`src/hdl/sgb_pkg.sv`:
```
// Shared constants, types and the coefficient selection function of the Gaussian blur unit.
package sgb_pkg;

  localparam int MAX_RADIUS  = 11;
  localparam int MAX_WIDTH   = 1024;
  localparam int MAX_HEIGHT  = 4096;
  localparam int COEF_BITS   = 16;
  localparam int TAPS        = 2 * MAX_RADIUS + 1;
  localparam int STORE_ROWS  = 2 * MAX_RADIUS;
  localparam int COL_BITS    = $clog2(MAX_WIDTH);
  localparam int SLOT_BITS   = $clog2(STORE_ROWS);
  localparam int ADDR_BITS   = SLOT_BITS + COL_BITS;
  localparam int STORE_DEPTH = STORE_ROWS * MAX_WIDTH;
  localparam int TAP_BITS    = $clog2(TAPS);
  localparam int RAD_BITS    = 4;
  localparam int WIDTH_BITS  = 11;
  localparam int HEIGHT_BITS = 13;
  localparam int POS_BITS    = 23;
  localparam int COLSUM_BITS = COEF_BITS + 10;
  localparam int VACC_BITS   = COEF_BITS + 8 + 5;
  localparam int HPROD_BITS  = COEF_BITS + COLSUM_BITS;
  localparam int HACC_BITS   = HPROD_BITS + 5;
  localparam int OUT_SHIFT   = 2 * COEF_BITS - 8;
  localparam int SLOTS       = 12;

  typedef enum logic [2:0] {
    REG_WIDTH     = 3'd0,
    REG_HEIGHT    = 3'd1,
    REG_RADIUS    = 3'd2,
    REG_COEF_LOW  = 3'd3,
    REG_COEF_MID  = 3'd4,
    REG_COEF_HIGH = 3'd5
  } cfg_reg_t;

  typedef logic [COLSUM_BITS-1:0] colsum_t;
  typedef colsum_t [2:0] colsum3_t;
  typedef logic [2:0][7:0] pix_t;
  typedef logic [2:0][VACC_BITS-1:0] vacc3_t;

  typedef struct packed {
    logic shift;
    logic clear;
  } cell_ctrl_t;

  typedef struct packed {
    logic                 valid;
    logic                 cur;
    logic [COEF_BITS-1:0] coef;
    logic [ADDR_BITS-1:0] addr;
  } vtap_t;

  typedef struct packed {
    logic                 en;
    logic [ADDR_BITS-1:0] addr;
    logic [23:0]          data;
  } store_wr_t;

  // Coefficient for offset k; offsets past the last slot weigh zero.
  function automatic logic [COEF_BITS-1:0] coef_pick(input logic [3*64-1:0] bank,
                                                     input logic [TAP_BITS-1:0] k);
    logic [COEF_BITS-1:0] c;
    c = '0;
    if (k < TAP_BITS'(SLOTS)) begin
      c = bank[int'(k) * 16 +: COEF_BITS];
    end
    return c;
  endfunction

endpackage

```
`src/hdl/sgb_cell.sv`:
```
// One cell of the column sum chain: three channel sums handed to the next cell.
module sgb_cell (
  input  logic                 clk,
  input  logic                 rst,
  input  sgb_pkg::cell_ctrl_t  ctrl,
  input  sgb_pkg::colsum3_t    din,
  output sgb_pkg::colsum3_t    dout
);
  import sgb_pkg::*;

  colsum3_t sum;

  always_ff @(posedge clk) begin
    if (rst || ctrl.clear) begin
      sum <= '0;
    end else if (ctrl.shift) begin
      sum <= din;
    end
  end

  assign dout = sum;

endmodule

```
`config.mk`:
```
export PLATFORM = sky130hd
export DESIGN_NAME = sgb_cell
export DESIGN_NICKNAME = d
export VERILOG_FILES = /design/src/hdl/sgb_pkg.sv /design/src/hdl/sgb_cell.sv
export SDC_FILE = /design/constraint.sdc
export NUM_CORES = 1
export LEC_CHECK = 0
export BUFFER_PORTS_ARGS = -buffer_cell sky130_fd_sc_hd__buf_2
export CELL_PAD_IN_SITES_DETAIL_PLACEMENT = 1
export CELL_PAD_IN_SITES_GLOBAL_PLACEMENT = 1
export CORE_MARGIN = 1.5
export CORE_UTILIZATION = 34
export CTS_BUF_LIST = sky130_fd_sc_hd__clkbuf_16
export CTS_CLUSTER_DIAMETER = 200
export DETAILED_ROUTE_END_ITERATION = 8
export GPL_TIMING_DRIVEN = 1
export HOLD_SLACK_MARGIN = 0.02
export MAX_ROUTING_LAYER = met4
export PLACE_DENSITY_LB_ADDON = 0.1
export SLEW_MARGIN = 25
export SYNTH_ARGS = -nofsm -noshare
export SYNTH_HDL_FRONTEND = slang
export SYNTH_SLANG_ARGS = --single-unit
export TNS_END_PERCENT = 30
```
`constraint.sdc`:
```
create_clock -name clk -period 1.7 [get_ports clk]
set_input_delay 0 -clock clk [delete_from_list [all_inputs] [get_ports clk]]
set_output_delay 0 -clock clk [all_outputs]
set_load 0.02 [all_outputs]
```
==> impl_results.md <==
- Mean post-synth cell area: 10.9 um2
- Number of resized instances in the post-cts repair step: 0
- Worst Path Buf+Inv: 1
- Setup slack after layout: 0.839 ns
- Path category of the worst min-delay check: in2reg
- Clock latency on the worst-skew pair: 0.32 ns
- Pin count of the biggest net entering global routing: 79
- Start-to-end type of the worst setup path: reg2out
- Length in cells of the worst reg-to-reg path: 2
- Fraction of layout cells with a size suffix above 1: 36.1%
- Residual antenna-violating net count after detailed routing: 0
- Top area cells in the synthesized netlist: dfxtp_1 (56%), mux2i_1 (28%), nor2_1 (11%), buf_6 (2.4%), buf_2 (1.6%)
- Port Buffer Count: 159
- Floorplan row count: 32
- Arr. time, crit path: 0.86 ns
- Post-Place Worst Slack: 0.588 ns
- Slack of the worst reg-to-reg path: 0.95 ns
- Synthesized Nets: 335
- Number of global-route vias before repair: 2873
- Number of distinct library cell variants in the gate-level netlist after synthesis: 8
- Area occupied by registers: 1560 um2
- Area post-placement: 3630 um2
- Chip Width: 93.2 um
- Primary FF master, synth: dfxtp_1
- Die area: 8690 um2
- First-pass GRT wire length: 13800 um
- Initial antenna violation count: 0
- Power Total: 4.50 mW
- Deepest level of the CTS H-tree: 3
- Remaining global-route overflow: 0
- Aggregate global-route resource usage: 21.1%
- Setup violators final: 0
- Number of flip-flops under the largest register name: 78
- Post-Layout Cell Count: 595
- CP Cell Sequence: buf_2
- Slew at the pin with the worst max-slew slack: 0.796 ns
- Clock tree from TritonCTS: done
- Post-CTS setup-driven buffer insertion count: 0
- Sinks on the clock net: 78
- Multi-input combinational cell area: 1080 um2
- Placed instance count: 501
- Nets@finish: 570
- Number of antenna diodes: 0
- Number of remaining DRC errors: 0
- Portion of the post-synthesis area used by sequential elements: 56.4%
- Leakage: 2.45 nW
- Fin crit share: 50.6%
- Portion of synthesized cell area occupied by the leading cell type: 56.4%
- Warnings from Yosys: 0
- Maximum clock frequency: 1.16 GHz
- WP data required: 1.70 ns
- Post-synthesis to final-layout area growth: 70.4%
- Capture instance of the worst register-to-register path: dout[37]$_SDFFE_PP0P_
- Clock slew seen by the registers of the worst setup and hold paths: 0.06 ns
- Largest delay share family, worst path: flip-flops
- Area of the mapped netlist: 2770 um2
- Final Hold Fails: 0
- Setup repair after global routing missed its margin: no
- Maximum fanout along the worst path: 2
- Startpoint of the most critical register-to-register path: dout[37]$_SDFFE_PP0P_
- Count of pins over their slew limit: 0
- Final critical-path required period: 0.861 ns
- Layout Cell Area excl Fill: 4720 um2
- Number of buffers inserted during clock tree synthesis: 9
- Worst slew margin relative to its limit: 46.9%
- List of most frequent post-synthesis cells: dfxtp_1 (78), mux2i_1 (78), nor2_1 (78)
- Peak ir drop on the vdd network: 0.599 mV
- Launching element type of the critical path: flip-flop
- Via density per instance: 4.47
- Status: finished clean
- Endpoint of the worst hold path: dout[38]$_SDFFE_PP0P_
- Gate count after technology mapping: 253
- Clock Path Buffers: 2
- Clock root cell: clkbuf_16
- Starting density of the core: 35.5%
- Sum Neg Setup Slack: 0 ns
- Post-synthesis sequential element count: 78
- Hold Path Stages: 3
- Count of hold buffers inserted by post-cts repair: 78
- Power Density: 954 nW/um2
- Max-capacitance violation count: 0
- Violation count after the first detailed-routing iteration: 47
- Post-Route WL: 8700 um
- Slowest cell on the critical path: dfxtp_1
- Critical Path Start: dout[17]$_SDFFE_PP0P_
- Layout filler cell count: 881
- Routed vias: 2662
- HPWL Detailed: 4910 um
- I/O pin cnt: 160
- CP endpoint kind: primary output
- First-pass iteration count of the detailed router: 4
- Gpl congestion: 0.767
- Hold path startpoint: ctrl[1]
- Floorplan core area: 7810 um2
- Die height: 93.2 um
- Async S/R FF share, synth: 0%
- Slowest stage delay, CP: 0.35 ns
- Detailed-route wire length per cell: 14.6 um
- Number of flops mapped to enable cells by yosys: 0
- Cell type contributing the most total cell area after synthesis: dfxtp_1
- Clock skew after layout: 0 ns
==> cell usage in the layout (no fill, tap or decap), drive strengths merged <==
master,n
bufinv,2
nor2,78
inv,2
dfxtp,78
clkinv,3
clkbuf,9
dlygate4sd3,78
or2,1
mux2i,78
buf,164
==> metrics by stage <==
step | utilization, % | hold WS [ns]
floorplan | - | 0.147
global placement | 46.5 | 0.232
detailed placement | 46.5 | 0.244
CTS | 60.4 | 0.154
global route | 60.4 | 0.180
finish | 60.4 | 0.161
==> layer usage <==
layer	GRT usage (%)	up-vias	part of all wire [%]
met1	24.1	1238	42
li1	-	1301	-
met5	-	-	0
met4	8.84	0	1.6
met3	3.82	14	5.1
met2	36.2	109	51
==> logic make-up (layout without fill, tap and decap cells) <==
group	after synthesis	in the layout	synth area share, %
DFF	78	78	56.4
and+or+nand+nor	79	79	10.8
buffers and inverters	18	258	4.61
muxes	78	78	28.2
==> where the power goes <==
group          switching (mW)  internal [mW]
clock                   0.704           1.26
sequential             0.0297           1.89
combinational           0.286          0.328
==> cell type report <==
| cell class | count | share of cell area, % |
|---|---|---|
| multi-input cells | 157 | 22.9 |
| clock buffers | 9 | 4.77 |
| flip-flops and latches | 78 | 33.1 |
| clock inverters | 7 | 1.72 |
| repair buffers | 242 | 34.8 |
| well taps | 102 | 2.71 |
==> worst max path at each step <==
| stage | cells past startpoint | to |
|---|---|---|
| finish | 1 | dout[17] |
| global route | 4 | dout[37]$_SDFFE_PP0P_ |
| CTS | 1 | dout[17] |
| detailed placement | 4 | dout[67]$_SDFFE_PP0P_ |
| global placement | 4 | dout[61]$_SDFFE_PP0P_ |
| floorplan | 5 | dout[10]$_SDFFE_PP0P_ |
No activity file was read; power rests on OpenSTA's default activity.
